<file path="src/rtl/cfd_pkg.sv">
// Shared types, codes and defaults for the control frame deframer.
// Used by every module of the block; depends on nothing.
package cfd_pkg;

  localparam int PREFIX_BYTES_DEF     = 152;
  localparam int PAYLOAD_LEN_BITS_DEF = 24;

  // Widths fixed by the register map.
  localparam int MAGIC_W   = 32;
  localparam int VERSION_W = 16;
  localparam int MAXP_W    = 24;
  localparam int APB_AW    = 4;
  localparam int APB_DW    = 32;

  // Last prefix byte of the magic and of the version.
  localparam int MAGIC_LAST_POS   = 3;
  localparam int VERSION_LAST_POS = 5;

  // Register indexes (paddr[3:2]).
  localparam logic [1:0] REG_MAGIC   = 2'd0;
  localparam logic [1:0] REG_VERSION = 2'd1;
  localparam logic [1:0] REG_MAXP    = 2'd2;

  // Beat status codes.
  localparam logic [1:0] STATUS_MORE = 2'd0;
  localparam logic [1:0] STATUS_DONE = 2'd1;
  localparam logic [1:0] STATUS_ERR  = 2'd2;

  typedef struct packed {
    logic [MAGIC_W-1:0]   frame_magic;
    logic [VERSION_W-1:0] frame_version;
    logic [MAXP_W-1:0]    max_payload;
  } cfg_t;

  typedef struct packed {
    logic       frame_end;
    logic       frame_start;
    logic [1:0] status;
    logic [7:0] byte_out;
  } out_item_t;

endpackage

</file>
<file path="src/rtl/cfd_regs.sv">
// APB register file for the deframer: magic, version and payload limit.
// Depends on cfd_pkg.
module cfd_regs #(
  parameter int PAYLOAD_LEN_BITS = cfd_pkg::PAYLOAD_LEN_BITS_DEF
) (
  input  logic                       clk,
  input  logic                       rst,
  input  logic                       psel,
  input  logic                       penable,
  input  logic                       pwrite,
  input  logic [cfd_pkg::APB_AW-1:0] paddr,
  input  logic [cfd_pkg::APB_DW-1:0] pwdata,
  output logic [cfd_pkg::APB_DW-1:0] prdata,
  output logic                       pready,
  output cfd_pkg::cfg_t              cfg
);

  localparam logic [cfd_pkg::MAXP_W-1:0] LEN_MASK =
    (PAYLOAD_LEN_BITS >= cfd_pkg::MAXP_W) ? {cfd_pkg::MAXP_W{1'b1}} :
    cfd_pkg::MAXP_W'((33'd1 << PAYLOAD_LEN_BITS) - 33'd1);

  logic [cfd_pkg::MAGIC_W-1:0]   frame_magic;
  logic [cfd_pkg::VERSION_W-1:0] frame_version;
  logic [cfd_pkg::MAXP_W-1:0]    max_payload;
  logic                          wr_en;
  logic [1:0]                    reg_idx;

  assign pready  = 1'b1;
  assign wr_en   = psel & penable & pwrite & pready;
  assign reg_idx = paddr[3:2];

  always_ff @(posedge clk) begin
    if (rst) begin
      frame_magic   <= '0;
      frame_version <= '0;
      max_payload   <= LEN_MASK;
    end else if (wr_en) begin
      case (reg_idx)
        cfd_pkg::REG_MAGIC:   frame_magic   <= pwdata[cfd_pkg::MAGIC_W-1:0];
        cfd_pkg::REG_VERSION: frame_version <= pwdata[cfd_pkg::VERSION_W-1:0];
        cfd_pkg::REG_MAXP:    max_payload   <= pwdata[cfd_pkg::MAXP_W-1:0] & LEN_MASK;
        default: ;
      endcase
    end
  end

  always_comb begin
    case (reg_idx)
      cfd_pkg::REG_MAGIC:   prdata = frame_magic;
      cfd_pkg::REG_VERSION: prdata = {{(cfd_pkg::APB_DW-cfd_pkg::VERSION_W){1'b0}},
                                      frame_version};
      cfd_pkg::REG_MAXP:    prdata = {{(cfd_pkg::APB_DW-cfd_pkg::MAXP_W){1'b0}},
                                      max_payload};
      default:              prdata = '0;
    endcase
  end

  assign cfg.frame_magic   = frame_magic;
  assign cfg.frame_version = frame_version;
  assign cfg.max_payload   = max_payload;

endmodule

</file>
<file path="src/rtl/cfd_parser.sv">
// Per-byte frame tracking: prefix counter, header shift, payload countdown,
// sticky error. Produces one result item per accepted byte. Depends on cfd_pkg.
module cfd_parser #(
  parameter int PREFIX_BYTES = cfd_pkg::PREFIX_BYTES_DEF
) (
  input  logic               clk,
  input  logic               rst,
  input  logic               in_acc,
  input  logic [7:0]         data_byte,
  input  cfd_pkg::cfg_t      cfg,
  output cfd_pkg::out_item_t item
);

  localparam int PCNT_W = $clog2(PREFIX_BYTES);
  localparam logic [PCNT_W-1:0] POS_MAGIC   = PCNT_W'(cfd_pkg::MAGIC_LAST_POS);
  localparam logic [PCNT_W-1:0] POS_VERSION = PCNT_W'(cfd_pkg::VERSION_LAST_POS);
  localparam logic [PCNT_W-1:0] POS_LAST    = PCNT_W'(PREFIX_BYTES - 1);

  logic [PCNT_W-1:0]         prefix_cnt, prefix_cnt_next;
  logic                      in_payload, in_payload_next;
  logic [cfd_pkg::MAXP_W-1:0] remaining, remaining_next;
  logic [31:0]               header_shift, header_shift_next;
  logic                      error_flag, error_flag_next;
  logic                      start;

  always_comb begin
    prefix_cnt_next   = prefix_cnt;
    in_payload_next   = in_payload;
    remaining_next    = remaining;
    error_flag_next   = error_flag;
    header_shift_next = {header_shift[23:0], data_byte};
    start             = ~in_payload & (prefix_cnt == '0);
    item.byte_out     = data_byte;
    item.status       = cfd_pkg::STATUS_MORE;
    item.frame_start  = start;
    item.frame_end    = 1'b0;

    if (error_flag) begin
      header_shift_next = header_shift;
      item.status       = cfd_pkg::STATUS_ERR;
    end else if (!in_payload) begin
      if (prefix_cnt == POS_MAGIC && header_shift_next != cfg.frame_magic) begin
        error_flag_next = 1'b1;
        item.status     = cfd_pkg::STATUS_ERR;
      end else if (prefix_cnt == POS_VERSION &&
                   header_shift_next[15:0] != cfg.frame_version) begin
        error_flag_next = 1'b1;
        item.status     = cfd_pkg::STATUS_ERR;
      end else if (prefix_cnt == POS_LAST) begin
        prefix_cnt_next = '0;
        if (header_shift_next > {8'd0, cfg.max_payload}) begin
          error_flag_next = 1'b1;
          item.status     = cfd_pkg::STATUS_ERR;
        end else if (header_shift_next[cfd_pkg::MAXP_W-1:0] == '0) begin
          // empty payload: the prefix closes the frame
          item.status    = cfd_pkg::STATUS_DONE;
          item.frame_end = 1'b1;
        end else begin
          in_payload_next = 1'b1;
          remaining_next  = header_shift_next[cfd_pkg::MAXP_W-1:0];
        end
      end else begin
        prefix_cnt_next = prefix_cnt + 1'b1;
      end
    end else begin
      if (remaining == cfd_pkg::MAXP_W'(1)) begin
        in_payload_next = 1'b0;
        item.status     = cfd_pkg::STATUS_DONE;
        item.frame_end  = 1'b1;
      end
      remaining_next = remaining - 1'b1;
    end

    if (item.status == cfd_pkg::STATUS_ERR) begin
      item.byte_out    = '0;
      item.frame_start = 1'b0;
      item.frame_end   = 1'b0;
    end
  end

  always_ff @(posedge clk) begin
    if (rst) begin
      prefix_cnt   <= '0;
      in_payload   <= 1'b0;
      remaining    <= '0;
      header_shift <= '0;
      error_flag   <= 1'b0;
    end else if (in_acc) begin
      prefix_cnt   <= prefix_cnt_next;
      in_payload   <= in_payload_next;
      remaining    <= remaining_next;
      header_shift <= header_shift_next;
      error_flag   <= error_flag_next;
    end
  end

endmodule

</file>
<file path="src/rtl/cfd_out_buf.sv">
// Two-entry skid buffer holding result beats for the master side.
// Depends on cfd_pkg.
module cfd_out_buf (
  input  logic               clk,
  input  logic               rst,
  input  logic               push,
  input  cfd_pkg::out_item_t push_item,
  output logic               can_push,
  output logic               out_valid,
  input  logic               out_ready,
  output cfd_pkg::out_item_t out_item
);

  cfd_pkg::out_item_t main_item, skid_item;
  logic               main_valid, skid_valid;
  logic               pop;

  assign can_push  = ~skid_valid;
  assign out_valid = main_valid;
  assign out_item  = main_item;
  assign pop       = main_valid & out_ready;

  always_ff @(posedge clk) begin
    if (rst) begin
      main_valid <= 1'b0;
      skid_valid <= 1'b0;
    end else if (pop) begin
      if (skid_valid) begin
        skid_valid <= 1'b0;
      end else if (!push) begin
        main_valid <= 1'b0;
      end
    end else if (push) begin
      if (!main_valid) begin
        main_valid <= 1'b1;
      end else begin
        skid_valid <= 1'b1;
      end
    end
  end

  // Payload moves without reset.
  always_ff @(posedge clk) begin
    if (pop) begin
      if (skid_valid) begin
        main_item <= skid_item;
      end else if (push) begin
        main_item <= push_item;
      end
    end else if (push) begin
      if (!main_valid) begin
        main_item <= push_item;
      end else begin
        skid_item <= push_item;
      end
    end
  end

endmodule

</file>
<file path="src/rtl/control_frame_deframer_core.sv">
// Control frame deframer: cuts a byte stream into length-prefixed frames,
// checks magic, version and payload length, and tags every byte.
//
// Slave channel (s_t*): one stream byte per beat in s_tdata.
// Master channel (m_t*): one beat per accepted byte. m_tdata carries the byte
// (zero on error), m_tuser the status (0 more, 1 frame done, 2 error) and the
// frame-start flag, m_tlast marks the last byte of a frame.
// APB port: frame_magic at 0x0, frame_version at 0x4, max_payload at 0x8;
// write only while the stream is idle.
// Output: an accepted byte is registered into the output buffer and shows on
// the master side once the beats ahead of it are taken. Throughput: one byte
// per cycle while s_tready stays high, set by the single registered pass of
// the prefix counter, header shift and compares. Reset clears the frame
// position, the sticky error and the output buffer, and returns the registers
// to zero magic, zero version and the full payload limit. When the receiver
// stalls, up to two result beats are held and s_tready drops once both are
// taken. After any failed check every byte answers status 2 until reset.
module control_frame_deframer_core #(
  parameter int PREFIX_BYTES     = cfd_pkg::PREFIX_BYTES_DEF,
  parameter int PAYLOAD_LEN_BITS = cfd_pkg::PAYLOAD_LEN_BITS_DEF
) (
  input  logic                       clk,
  input  logic                       rst,
  input  logic                       s_tvalid,
  output logic                       s_tready,
  input  logic [7:0]                 s_tdata,   // [7:0] data_byte
  output logic                       m_tvalid,
  input  logic                       m_tready,
  output logic [7:0]                 m_tdata,   // [7:0] byte_out
  output logic [2:0]                 m_tuser,   // [1:0] status, [2] frame_start
  output logic                       m_tlast,
  input  logic                       psel,
  input  logic                       penable,
  input  logic                       pwrite,
  input  logic [cfd_pkg::APB_AW-1:0] paddr,
  input  logic [cfd_pkg::APB_DW-1:0] pwdata,
  output logic [cfd_pkg::APB_DW-1:0] prdata,
  output logic                       pready
);

  cfd_pkg::cfg_t      cfg;
  cfd_pkg::out_item_t item, out_item;
  logic               in_acc;

  assign in_acc = s_tvalid & s_tready;

  cfd_regs #(
    .PAYLOAD_LEN_BITS(PAYLOAD_LEN_BITS)
  ) u_regs (
    .clk    (clk),
    .rst    (rst),
    .psel   (psel),
    .penable(penable),
    .pwrite (pwrite),
    .paddr  (paddr),
    .pwdata (pwdata),
    .prdata (prdata),
    .pready (pready),
    .cfg    (cfg)
  );

  cfd_parser #(
    .PREFIX_BYTES(PREFIX_BYTES)
  ) u_parser (
    .clk      (clk),
    .rst      (rst),
    .in_acc   (in_acc),
    .data_byte(s_tdata),
    .cfg      (cfg),
    .item     (item)
  );

  cfd_out_buf u_out_buf (
    .clk      (clk),
    .rst      (rst),
    .push     (in_acc),
    .push_item(item),
    .can_push (s_tready),
    .out_valid(m_tvalid),
    .out_ready(m_tready),
    .out_item (out_item)
  );

  assign m_tdata = out_item.byte_out;
  assign m_tuser = {out_item.frame_start, out_item.status};
  assign m_tlast = out_item.frame_end;

endmodule

</file>
<file path="config.mk">
export PLATFORM = sky130hd
export DESIGN_NAME = control_frame_deframer_core
export DESIGN_NICKNAME = d
export VERILOG_FILES = /design/src/rtl/cfd_pkg.sv /design/src/rtl/cfd_regs.sv /design/src/rtl/cfd_parser.sv /design/src/rtl/cfd_out_buf.sv /design/src/rtl/control_frame_deframer_core.sv
export SDC_FILE = /design/constraint.sdc
export NUM_CORES = 1
export LEC_CHECK = 0
export ABC_AREA = 1
export ABC_CLOCK_PERIOD_IN_PS = 2110
export BUFFER_PORTS_ARGS = -buffer_cell sky130_fd_sc_hd__buf_4
export CAP_MARGIN = 0
export CORE_MARGIN = 3
export CORE_UTILIZATION = 53
export DETAILED_ROUTE_END_ITERATION = 6
export GPL_TIMING_DRIVEN = 1
export PLACE_DENSITY = 0.84
export SLEW_MARGIN = 20
export SYNTH_ARGS = -nofsm -noshare
export SYNTH_HDL_FRONTEND = slang
export SYNTH_SLANG_ARGS = --single-unit
export TNS_END_PERCENT = 30
</file>
<file path="constraint.sdc">
create_clock -name clk -period 2.11 [get_ports clk]
set_input_delay 0.422 -clock clk [delete_from_list [all_inputs] [get_ports clk]]
set_output_delay 0.422 -clock clk [all_outputs]
set_load 0.01 [all_outputs]
</file>
== Word level (Yosys, flattened, before mapping) ==
Index checks and enable logic that the tools add are counted.
Word-level totals
  flip-flop bits (word level): 156
  output and inout port bits: 47
Operators by class
  add/subtract/negate cells: 2
  magnitude comparators: 1
  eq/ne operators: 16
  multiplexer cells: 48
  bitwise operators: 11
  reductions and logical operators: 19
Operators with widths (number)
  $mux W24: 6
  $pmux W32 S3: 1
  $mux W12: 5
  $gt A32 B24 Y1: 1
  $ne A32 B32 Y1: 1
  $mux W1: 27
  $eq A24 B1 Y1 const B: 1
  $logic_not A24 Y1: 1
  $sub A24 B1 Y24 const B: 1
  $mux W8: 2
  $ne A16 B16 Y1: 1
  $mux W2: 7
  $reduce_and A2 Y1: 5
  $reduce_and A3 Y1: 3
  $add A8 B1 Y8 const B: 1
  $eq A8 B2 Y1 const B: 1
  $eq A8 B3 Y1 const B: 1
  $eq A8 B8 Y1 const B: 1
  $logic_not A8 Y1: 1
  $ne A2 B1 Y1 const B: 4
  $reduce_and A7 Y1: 1
  $ne A2 B2 Y1 const B: 3
  $not A1 Y1: 6
  $reduce_bool A2 Y1: 3
  7 further kinds: 13

== Longest topological paths before layout ==
Gate-level depths: netlist of run 1.
  depth in word-level cells: 13
  mapped depth: 20

== Hierarchy ==
Synthesis of run 1 repeated with hierarchy kept, for this count alone.
Unflattened totals
  cell total of the unflattened synthesis: 1334
  area, all modules: 9008.6 µm²
Modules (own cells, without submodules)
  cfd_parser: instances 1, cells an instance 746, area an instance 4652.0 µm², seq. area each 1161.1 µm²
  cfd_regs: instances 1, cells an instance 506, area an instance 3290.7 µm², seq. area each 1441.4 µm²
  cfd_out_buf: instances 1, cells an instance 80, area an instance 1058.5 µm², seq. area each 760.7 µm²
  control_frame_deframer_core: instances 1, cells an instance 2, area an instance 7.5 µm², seq. area each 0.0 µm²

== Least setup slack after synthesis of run 1 ==
Ideal clock, no wire load.
  path type: reg2reg
  start: reg u_out_buf.main_valid, in the netlist u_out_buf.out_valid
  end: reg u_out_buf.main_item (netlist bit u_out_buf.out_item[0]) (enable)
  setup time: 396 ps
  data arrival time: 1703 ps
  data required time: 1714 ps
  slack: 11 ps
  stages on the path, launching flop included: 6
  buffers on the path: 1
  period minus slack after synthesis: 2099 ps
  path through: dfxtp_1 > nand2_1 > inv_1 > nand2_1 > clkbuf_1 > a21boi_0
On the way
  longest elaborated chain between the ends: 3
RTL lines
  start: declaration: RTL line cfd_out_buf.sv:15  | logic main_valid, skid_valid;
  start signal: assignment: RTL line cfd_out_buf.sv:25  | main_valid <= 1'b0;
  start signal: assignment: RTL line cfd_out_buf.sv:31  | main_valid <= 1'b0;
  start signal: assignment: RTL line cfd_out_buf.sv:35  | main_valid <= 1'b1;
  $and A1 B1 Y1: RTL line cfd_out_buf.sv:21  | assign pop = main_valid & out_ready;
  $ne A2 B2 Y1 (no line) or $reduce_bool A2 Y1 (tied branches)
  $reduce_and A3 Y1 (no line) *
  end signal: assignment: RTL line cfd_out_buf.sv:46  | main_item <= skid_item;
  end signal: assignment: RTL line cfd_out_buf.sv:48  | main_item <= push_item;
  end signal: assignment: RTL line cfd_out_buf.sv:52  | main_item <= push_item;
  end: declaration: RTL line cfd_out_buf.sv:14  | cfd_pkg::out_item_t main_item, skid_item;
Every way passes the cells marked *; elsewhere a longest branch is shown, timed or not.
A chain may end at the register's enable or synchronous reset.

==> impl_metrics.json, run 1 <==
{
  "status": "finished with violations",
  "violations": "design-rule violations, negative setup slack",
  "ff2ff_path_depth": 16,
  "drtPass1Iterations": 7,
  "post-route-util": 0.719,
  "synth_edf_count": 22,
  "holdPathStages": 3,
  "die_h_um": 132,
  "grt_pass1_wl_mm": 41.3,
  "hold_path_class": "in -> reg",
  "layout_setup_ws_ps": -131,
  "finalCriticalPeriod_ps": 2240,
  "crit_type": "reg -> reg",
  "crit_buf_inv": 2,
  "grt_max_degree": 88,
  "finalSetupViolCount": 26,
  "grt_use_total": 0.290,
  "synth_top_area_share": 0.316,
  "postSynthAreaPerCell_um2": 7.05,
  "drive_above_1_share": 0.253,
  "cp_max_fo": 5,
  "netlist_instances": 1188,
  "synth_nets": 1268,
  "synth_warnings": 0,
  "drc": 1,
  "multi_input_area_um2": 4650,
  "dpl_cell_area_um2": 9940,
  "seq_area_um2": 3320,
  "crit_arrival_ps": 2420,
  "worst_skew_pair.late_latency_ps": 430,
  "vias": 9267,
  "clockBufferDepth": 2,
  "relSlewSlack": 0.634,
  "fill_cells": 1104,
  "fin_cells": 1580,
  "dp_hpwl_mm": 17.6,
  "final_nets": 1436,
  "final_common_cell": "nand2_1",
  "top_layer": "met4",
  "start_util": 0.547,
  "tightest_slew_ps": 545,
  "fmax_ghz": 0.446,
  "skew_ps": 9.76,
  "peakVddDrop_v": 0.000597,
  "required_ps": 2290,
  "ys_async_sr_fraction": 0,
  "clk_pin_slew_ps": 60,
  "numCtsBuffers": 17,
  "tns_ps": -1070,
  "critical-path-max-stage-delay_ps": 360,
  "core_area_um2": 15300,
  "cp_top_family": "simple AND/OR/NAND/NOR gates",
  "power_density_nw_per_um2": 679,
  "final_cell_area_um2": 11000,
  "cts.sinks": 154,
  "port_buffers": 94,
  "yosysSeqAreaShare": 0.395,
  "synthTopCellsByArea": "dfxtp_1 (32%), nand2_1 (11%), edfxtp_1 (7.9%), nor2_1 (6.5%), o21ai_0 (6.2%)",
  "die_w_um": 132,
  "htree_levels": 4,
  "first_global_vias": 8406,
  "max_cap_violations": 0,
  "crit_slowest_cell": "dfxtp_1",
  "tritoncts": "done",
  "finalHoldViolCount": 0,
  "fin_crit_sh": 1.06,
  "wl_per_cell_um": 17.4,
  "dpl.cell_count": 1543,
  "rsz0062_at_grt": "true",
  "syn_to_final_growth_pct": 31.5,
  "wl_mm": 27.4,
  "synth_seq_cells": 154,
  "drt-initial-drc-count": 1088,
  "endpoint_kind": "flop",
  "yosys.area.top_type": "dfxtp_1",
  "routabilityCongestion": 0.934,
  "netlist-cell-type-count": 42,
  "antennaDiodeCount": 0,
  "critPathMostFrequentCell": "nand2_1",
  "antenna_found_initial": 0,
  "p_leak_nw": 5.03,
  "cts_hold_buffers": 0,
  "startpoint": "u_regs.max_payload[7]",
  "cts_root_buf": "clkbuf_16",
  "hp-start": "pwdata[22]",
  "dieArea_um2": 17300,
  "whs_endpoint": "u_regs.max_payload[22]",
  "startpoint_type": "flop",
  "via_per_inst": 5.87,
  "drt-met1-wl_mm": 10.4,
  "reg2reg_from": "u_regs.max_payload[7]",
  "syn_area_um2": 8370,
  "layout_common_cells": "nand2_1 (242), buf_4 (195), nor2_1 (136), inv_1 (122), dfxtp_1 (118)",
  "ff2ff_setup_slack_ps": -130,
  "met2_length_mm": 13.0,
  "r2r_end": "u_out_buf.out_item[9]",
  "ant_nets": 0,
  "grt_overflow": 0,
  "routed-wl-met3_mm": 2.62,
  "slew_viol_final": 0,
  "synthFlopType": "dfxtp_1",
  "crit_chain": "inv_2 > ha_4 > a21o_1 > nor2_2 > nand2_1 > nand2_2 > nand2_2 > nand2_2 > nand2_4 > nand3_2 > nand2_1 > nand2_2 > clkbuf_16 > nand2_1 > nand2_1 > nand2_1",
  "std_cell_rows": 45,
  "ioPinCount": 98
}
sequential cells by signal (all words and copies together) (netlist names):
name	cells
u_parser.prefix_cnt	8
u_out_buf.out_item	11
u_out_buf.out_valid	1
u_out_buf.skid_item	11
u_out_buf.skid_valid	1
u_parser.header_shift	24
u_regs.max_payload	24
u_parser.remaining	24
u_parser.in_payload	1
u_parser.error_flag	1
u_regs.frame_magic	32
u_regs.frame_version	16
kinds of logic (layout without fill, tap and decap cells):
| group | Yosys count | count (layout) | synth area share |
|---|---|---|---|
| buffers and inverters | 204 | 385 | 0.0969 |
| AND/OR/NAND/NOR | 515 | 515 | 0.260 |
| flip-flops | 154 | 154 | 0.395 |
| AO/OA/AOI/OAI | 252 | 252 | 0.168 |
| XOR/XNOR | 33 | 33 | 0.0363 |
| adder cells (fa/ha/maj) | 29 | 29 | 0.0433 |
| other | 1 | 1 | 0.000448 |
Yosys cell counts (2+ instances only):
library cell and number:
nor3_2 4, o22ai_1 6, xor2_1 11, dfxtp_1 132, o211ai_1 24, a31oi_1 2
buf_2 12, nand3_1 52, o21ai_0 104, inv_1 137, a21oi_1 95, or2_2 3
nor2_2 4, buf_6 2, ha_1 29, xnor2_2 2, clkbuf_1 32, edfxtp_1 22
clkinv_1 2, nor4_1 9, buf_4 4, inv_2 10, nand3_2 2, nor2_1 146
o221ai_1 14, nand2_1 252, nand4_1 30, nor3_1 8, o21ai_1 2, buf_1 5
xnor2_1 20
per-layer routing:
metal  global-route usage  vias up
li1                     -     4249
met1                0.369     4285
met2                0.483      590
met3               0.0628      143
met4                0.110        0
met5                    0        -
where the power goes:
group	switching (mW)	internal, mW
combinational	0.690	0.505
clock	1.32	1.79
sequential	0.0771	3.09
total	2.08	5.38
worst register-to-register path, stage by stage, from the launching register on:
cell,delay (ps)
dfxtp_1,360
inv_2,70
ha_4,220
a21o_1,190
nor2_2,160
nand2_1,100
nand2_2,80
nand2_2,50
nand2_2,70
nand2_4,70
nand3_2,80
nand2_1,60
nand2_2,120
clkbuf_16,180
nand2_1,60
nand2_1,80
nand2_1,50
metrics by stage:
step	setup WS [ps]	hold slack, ps	total power [mW]
2_1_floorplan	11.2	450	3.75
3_3_place_gp	-247	464	4.22
3_5_place_dp	-291	477	4.25
4_1_cts	-21.7	212	7.31
5_1_grt	-263	209	7.68
6_report	-131	216	7.47
final cells by class:
type	count	area share
multi-input combinational	830	0.422
sequential	154	0.302
timing repair buffer	204	0.147
inverter	149	0.0508
clock buffer	20	0.0406
tap	211	0.0240
clock inverter	12	0.0127
worst max-delay path by stage:
stage	to	slack, ps	depth (start not counted)
2_1_floorplan	u_out_buf.out_item[0]	10	5
3_3_place_gp	u_parser.prefix_cnt[3]	-250	13
3_5_place_dp	u_parser.prefix_cnt[0]	-290	13
4_1_cts	u_parser.prefix_cnt[5]	-20	13
5_1_grt	u_out_buf.out_item[9]	-260	16
6_report	u_out_buf.out_item[9]	-130	16
what timing repair did:
item / in CTS / in global routing
gates resized for setup: 22 / 80
setup endpoints to repair: 48 / 53
endpoints found under the hold margin: 0 / 0
cloned: 0 / 1
pin swaps: 6 / 21
buffers inserted: 1 / 3
No activity file was read; power rests on OpenSTA's default activity.
==> run 2: changes to the inputs <==
RECOVER_POWER = 100   (was unset)
==> impl_metrics.json, run 2 (same netlist as run 1, synthesis figures left out) <==
{
  "syn_to_final_growth_pct": 29.5,
  "slew_viol_final": 0,
  "cts_root_buf": "clkbuf_16",
  "die_h_um": 132,
  "numCtsBuffers": 17,
  "crit_type": "reg -> reg",
  "relSlewSlack": 0.302,
  "core_area_um2": 15300,
  "start_util": 0.547,
  "finalSetupViolCount": 43,
  "grt_overflow": 0,
  "multi_input_area_um2": 4640,
  "violations": "negative setup slack",
  "cts.sinks": 154,
  "critical-path-max-stage-delay_ps": 360,
  "final_cell_area_um2": 10800,
  "crit_arrival_ps": 2420,
  "layout_common_cells": "nand2_1 (242), buf_4 (154), nor2_1 (139), inv_1 (123), dfxtp_1 (118)",
  "max_cap_violations": 0,
  "dpl.cell_count": 1543,
  "rsz0062_at_grt": "true",
  "fin_cells": 1580,
  "worst_skew_pair.late_latency_ps": 430,
  "first_global_vias": 8406,
  "ioPinCount": 98,
  "port_buffers": 94,
  "seq_area_um2": 3320,
  "tritoncts": "done",
  "whs_ps": 218,
  "endpoint_kind": "flop",
  "critPathMostFrequentCell": "nand2_1",
  "fin_crit_sh": 1.06,
  "status": "finished with violations",
  "peakVddDrop_v": 0.000592,
  "dpl_cell_area_um2": 9940,
  "routabilityCongestion": 0.934,
  "via_per_inst": 5.86,
  "regMostFlops": "u_regs.frame_magic",
  "power_density_nw_per_um2": 684,
  "std_cell_rows": 45,
  "grt_use_total": 0.290,
  "ant_nets": 0,
  "ff2ff_setup_slack_ps": -130,
  "htree_levels": 4,
  "drive_above_1_share": 0.225,
  "fill_cells": 1161,
  "antennaDiodeCount": 0,
  "grt_max_degree": 88,
  "fmax_ghz": 0.447,
  "drt-initial-drc-count": 1079,
  "die_w_um": 132,
  "clockBufferDepth": 2,
  "wl_mm": 27.4,
  "largest_reg_flops": 32,
  "startpoint_type": "flop",
  "dieArea_um2": 17300,
  "required_ps": 2290,
  "final_nets": 1436,
  "cts_hold_buffers": 0,
  "p_leak_nw": 4.89,
  "drc": 0,
  "finalCriticalPeriod_ps": 2240,
  "dp_hpwl_mm": 17.6,
  "grt_pass1_wl_mm": 41.3,
  "antenna_found_initial": 0,
  "drtPass1Iterations": 6,
  "cp_max_fo": 5,
  "layout_setup_ws_ps": -128,
  "clk_pin_slew_ps": 70,
  "tightest_slew_ps": 1050,
  "wl_per_cell_um": 17.4,
  "crit_chain": "inv_2 > ha_4 > a21o_1 > nor2_2 > nand2_1 > nand2_2 > nand2_2 > nand2_2 > nand2_4 > nand3_2 > nand2_1 > nand2_2 > clkbuf_16 > nand2_1 > nand2_1 > nand2_1",
  "final_common_cell": "nand2_1",
  "finalHoldViolCount": 0,
  "vias": 9261,
  "crit_slowest_cell": "dfxtp_1",
  "hold_path_class": "in -> reg",
  "skew_ps": 9.72
}
==> run 2: cell count changes in the layout (fill, tap and decap cells not counted), sizes merged <==
cell	change
clkbuf	+42
buf	-42
==> run 2: worst max-delay path, delay by kind of cell (launching register included) <==
family,cells,cell delay [ps]
fa+ha+maj,1,220
simple gates,12,980
compound gates,1,190
flops,1,360
buf+inv,2,250
==> run 2: what timing repair did <==
action                     in CTS  in global routing
resized for setup              22                 80
pin swaps                       6                 21
setup endpoints to repair      48                 53
buffers inserted                1                  3
cloned                          0                  1
==> run 2: final cells by class <==
class	instances	share of cell area
multi-input combinational	830	0.428
sequential	154	0.307
timing repair buffer	204	0.135
inverter	149	0.0516
clock buffer	20	0.0412
tap	211	0.0244
clock inverter	12	0.0129
==> run 2: per-layer routing <==
metal / GRT usage / share of wire / wire length (um) / vias up
li1: - / - / - / 4246
met1: 0.369 / 0.38 / 10500 / 4254
met2: 0.483 / 0.47 / 13000 / 606
met3: 0.0628 / 0.092 / 2530 / 155
met4: 0.110 / 0.050 / 1370 / 0
met5: 0 / 0 / 0 / -
==> run 2: power by group <==
| group | total [mW] | leakage, nW | switching, mW | internal, mW |
|---|---|---|---|---|
| clock network | 3.09 | 0.278 | 1.30 | 1.79 |
| logic | 1.16 | 3.33 | 0.690 | 0.470 |
| registers | 3.17 | 1.28 | 0.0773 | 3.09 |
| total | 7.42 | 4.89 | 2.07 | 5.35 |
==> run 2: through the flow <==
step	TNS, ps	utilization	worst slack [ps]	power, mW
global route	-9620	0.708	-263	7.64
finish	-1460	0.708	-128	7.42
detailed placement	-9990	0.649	-291	4.25
CTS	-41.8	0.695	-21.7	7.31
global placement	-7380	0.649	-247	4.22
floorplan	0	-	11.2	3.75
==> run 2: final timing paths <==
kind | startpoint | endpoint | depth (start not counted)
max reg2reg | u_regs.max_payload[7] | u_out_buf.out_item[9] | 16
max | u_regs.max_payload[7] | u_out_buf.out_item[9] | 16
min reg2reg | u_parser.header_shift[20] | u_parser.header_shift[20] | 2
min | pwdata[22] | u_regs.max_payload[22] | 3
==> run 3: changes to the inputs <==
SETUP_SLACK_MARGIN = 0.15   (was unset)
==> impl_metrics.json, run 3 (same netlist as run 1, synthesis figures left out) <==
{
  "status": "finished with violations",
  "violations": "design-rule violations, negative setup slack",
  "start_util": 0.547,
  "wl_mm": 29.5,
  "die_h_um": 132,
  "tritoncts": "done",
  "ff2ff_setup_slack_ps": -240,
  "ff2ff_path_depth": 14,
  "dieArea_um2": 17300,
  "finalCriticalPeriod_ps": 2350,
  "via_per_inst": 6.05,
  "dp_hpwl_mm": 17.2,
  "port_buffers": 94,
  "grt_max_degree": 58,
  "numCtsBuffers": 17,
  "drt-initial-drc-count": 1284,
  "multi_input_area_um2": 4650,
  "grt_use_total": 0.304,
  "wl_per_cell_um": 18.7,
  "rsz0062_at_grt": "true",
  "whs_endpoint": "u_regs.max_payload[18]",
  "ioPinCount": 98,
  "cts_root_buf": "clkbuf_16",
  "final_common_cell": "nand2_1",
  "syn_to_final_growth_pct": 31.3,
  "seq_area_um2": 3330,
  "crit_type": "reg -> reg",
  "fin_cells": 1582,
  "relSlewSlack": 0.279,
  "finalHoldViolCount": 0,
  "first_global_vias": 8620,
  "startpoint_type": "flop",
  "fin_crit_sh": 1.11,
  "drtPass1Iterations": 7,
  "r2r_end": "u_out_buf.out_item[5]",
  "clockBufferDepth": 2,
  "max_cap_violations": 0,
  "ant_nets": 0,
  "tightest_slew_ps": 1080,
  "regMostFlops": "u_regs.frame_magic",
  "cts_hold_buffers": 0,
  "hold_path_class": "in -> reg",
  "grt_overflow": 0,
  "p_leak_nw": 4.90,
  "die_w_um": 132,
  "post-place-ws_ps": -283,
  "fmax_ghz": 0.426,
  "hp-start": "pwdata[18]",
  "layout_setup_ws_ps": -237,
  "routabilityCongestion": 0.941,
  "largest_reg_flops": 32,
  "fill_cells": 1076,
  "holdPathStages": 3,
  "power_density_nw_per_um2": 713,
  "worst_skew_pair.late_latency_ps": 440,
  "required_ps": 2370,
  "cts.sinks": 154,
  "clk_pin_slew_ps": 70,
  "crit_arrival_ps": 2610,
  "endpoint_kind": "flop",
  "antenna_found_initial": 0,
  "peakVddDrop_v": 0.000548,
  "vias": 9566,
  "grt_pass1_wl_mm": 43.2,
  "skew_ps": 5.91,
  "core_area_um2": 15300,
  "htree_levels": 4,
  "slew_viol_final": 0,
  "drc": 18,
  "finalSetupViolCount": 57,
  "layout_common_cells": "nand2_1 (232), buf_4 (135), nor2_1 (131), inv_1 (125), dfxtp_1 (113)",
  "drive_above_1_share": 0.230,
  "reg2reg_from": "u_parser.header_shift[10]",
  "final_nets": 1438,
  "dpl.cell_count": 1540,
  "cp_max_fo": 6,
  "antennaDiodeCount": 0,
  "std_cell_rows": 45
}
-- run 3: cell types whose count changed in the layout (fill, tap and decap cells not counted), sizes merged --
cell    before  now
bufinv       2    5
buf        161  146
inv        150  152
clkbuf      63   77
clkinv       6    4
-- run 3: final cells by class --
type	count	area share
flip-flops and latches	154	0.303
repair buffers	206	0.138
clock buffers	17	0.0387
clock inverters	15	0.0215
well taps	211	0.0240
inverters	149	0.0511
multi-input cells	830	0.424
-- run 3: what timing repair did --
| action | CTS | global route |
|---|---|---|
| setup buffers | 2 | 2 |
| gates cloned | 1 | 5 |
| gates resized for setup | 57 | 66 |
| setup endpoints to repair | 55 | 57 |
| pin swaps | 24 | 30 |
-- run 3: worst max path at each step --
stage	from	end	slack, ps	cells after the start
after floorplan	s_tdata[0]	u_out_buf.out_item[1]	130	20
after CTS	u_regs.max_payload[11]	u_out_buf.out_item[2]	-70	15
final	u_parser.header_shift[10]	u_out_buf.out_item[5]	-240	14
after global placement	s_tdata[5]	u_parser.prefix_cnt[5]	-230	14
after global routing	u_regs.max_payload[6]	u_parser.remaining[6]	-340	16
after detailed placement	s_tdata[5]	u_parser.prefix_cnt[5]	-280	14
-- run 3: where the power goes --
group,switching [mW],internal (mW)
logic,0.710,0.459
clock network,1.37,2.13
registers,0.0824,3.09
total,2.16,5.68
-- run 3: critical path, stage by stage (launching register included) --
cell	delay (ps)
dfxtp_2	340
buf_6	130
inv_1	70
nand2_1	80
nand4_1	190
nor2_1	260
nand2_1	120
nor2_2	110
nand2_2	90
a21oi_4	130
nand2_1	90
nand2_2	130
buf_12	150
nand3_2	70
a21oi_1	220
-- run 3: per-layer routing --
metal | part of all wire | GRT usage | vias to the layer above | routed length (um)
met3 | 0.11 | 0.0578 | 219 | 3150
met5 | 0 | 0 | - | 0
met4 | 0.069 | 0.170 | 0 | 2040
li1 | - | - | 4257 | -
met1 | 0.36 | 0.373 | 4306 | 10600
met2 | 0.46 | 0.503 | 784 | 13700
-- run 3: through the flow --
step,area [um2],util,TNS (ps),power (mW),hold slack [ps]
floorplan,8390,-,0,3.75,450
global placement,9940,0.649,-7870,4.23,464
detailed placement,9940,0.649,-10110,4.25,473
CTS,10900,0.710,-744,7.75,202
global route,11000,0.717,-19360,8.04,209
finish,11000,0.717,-8400,7.84,205
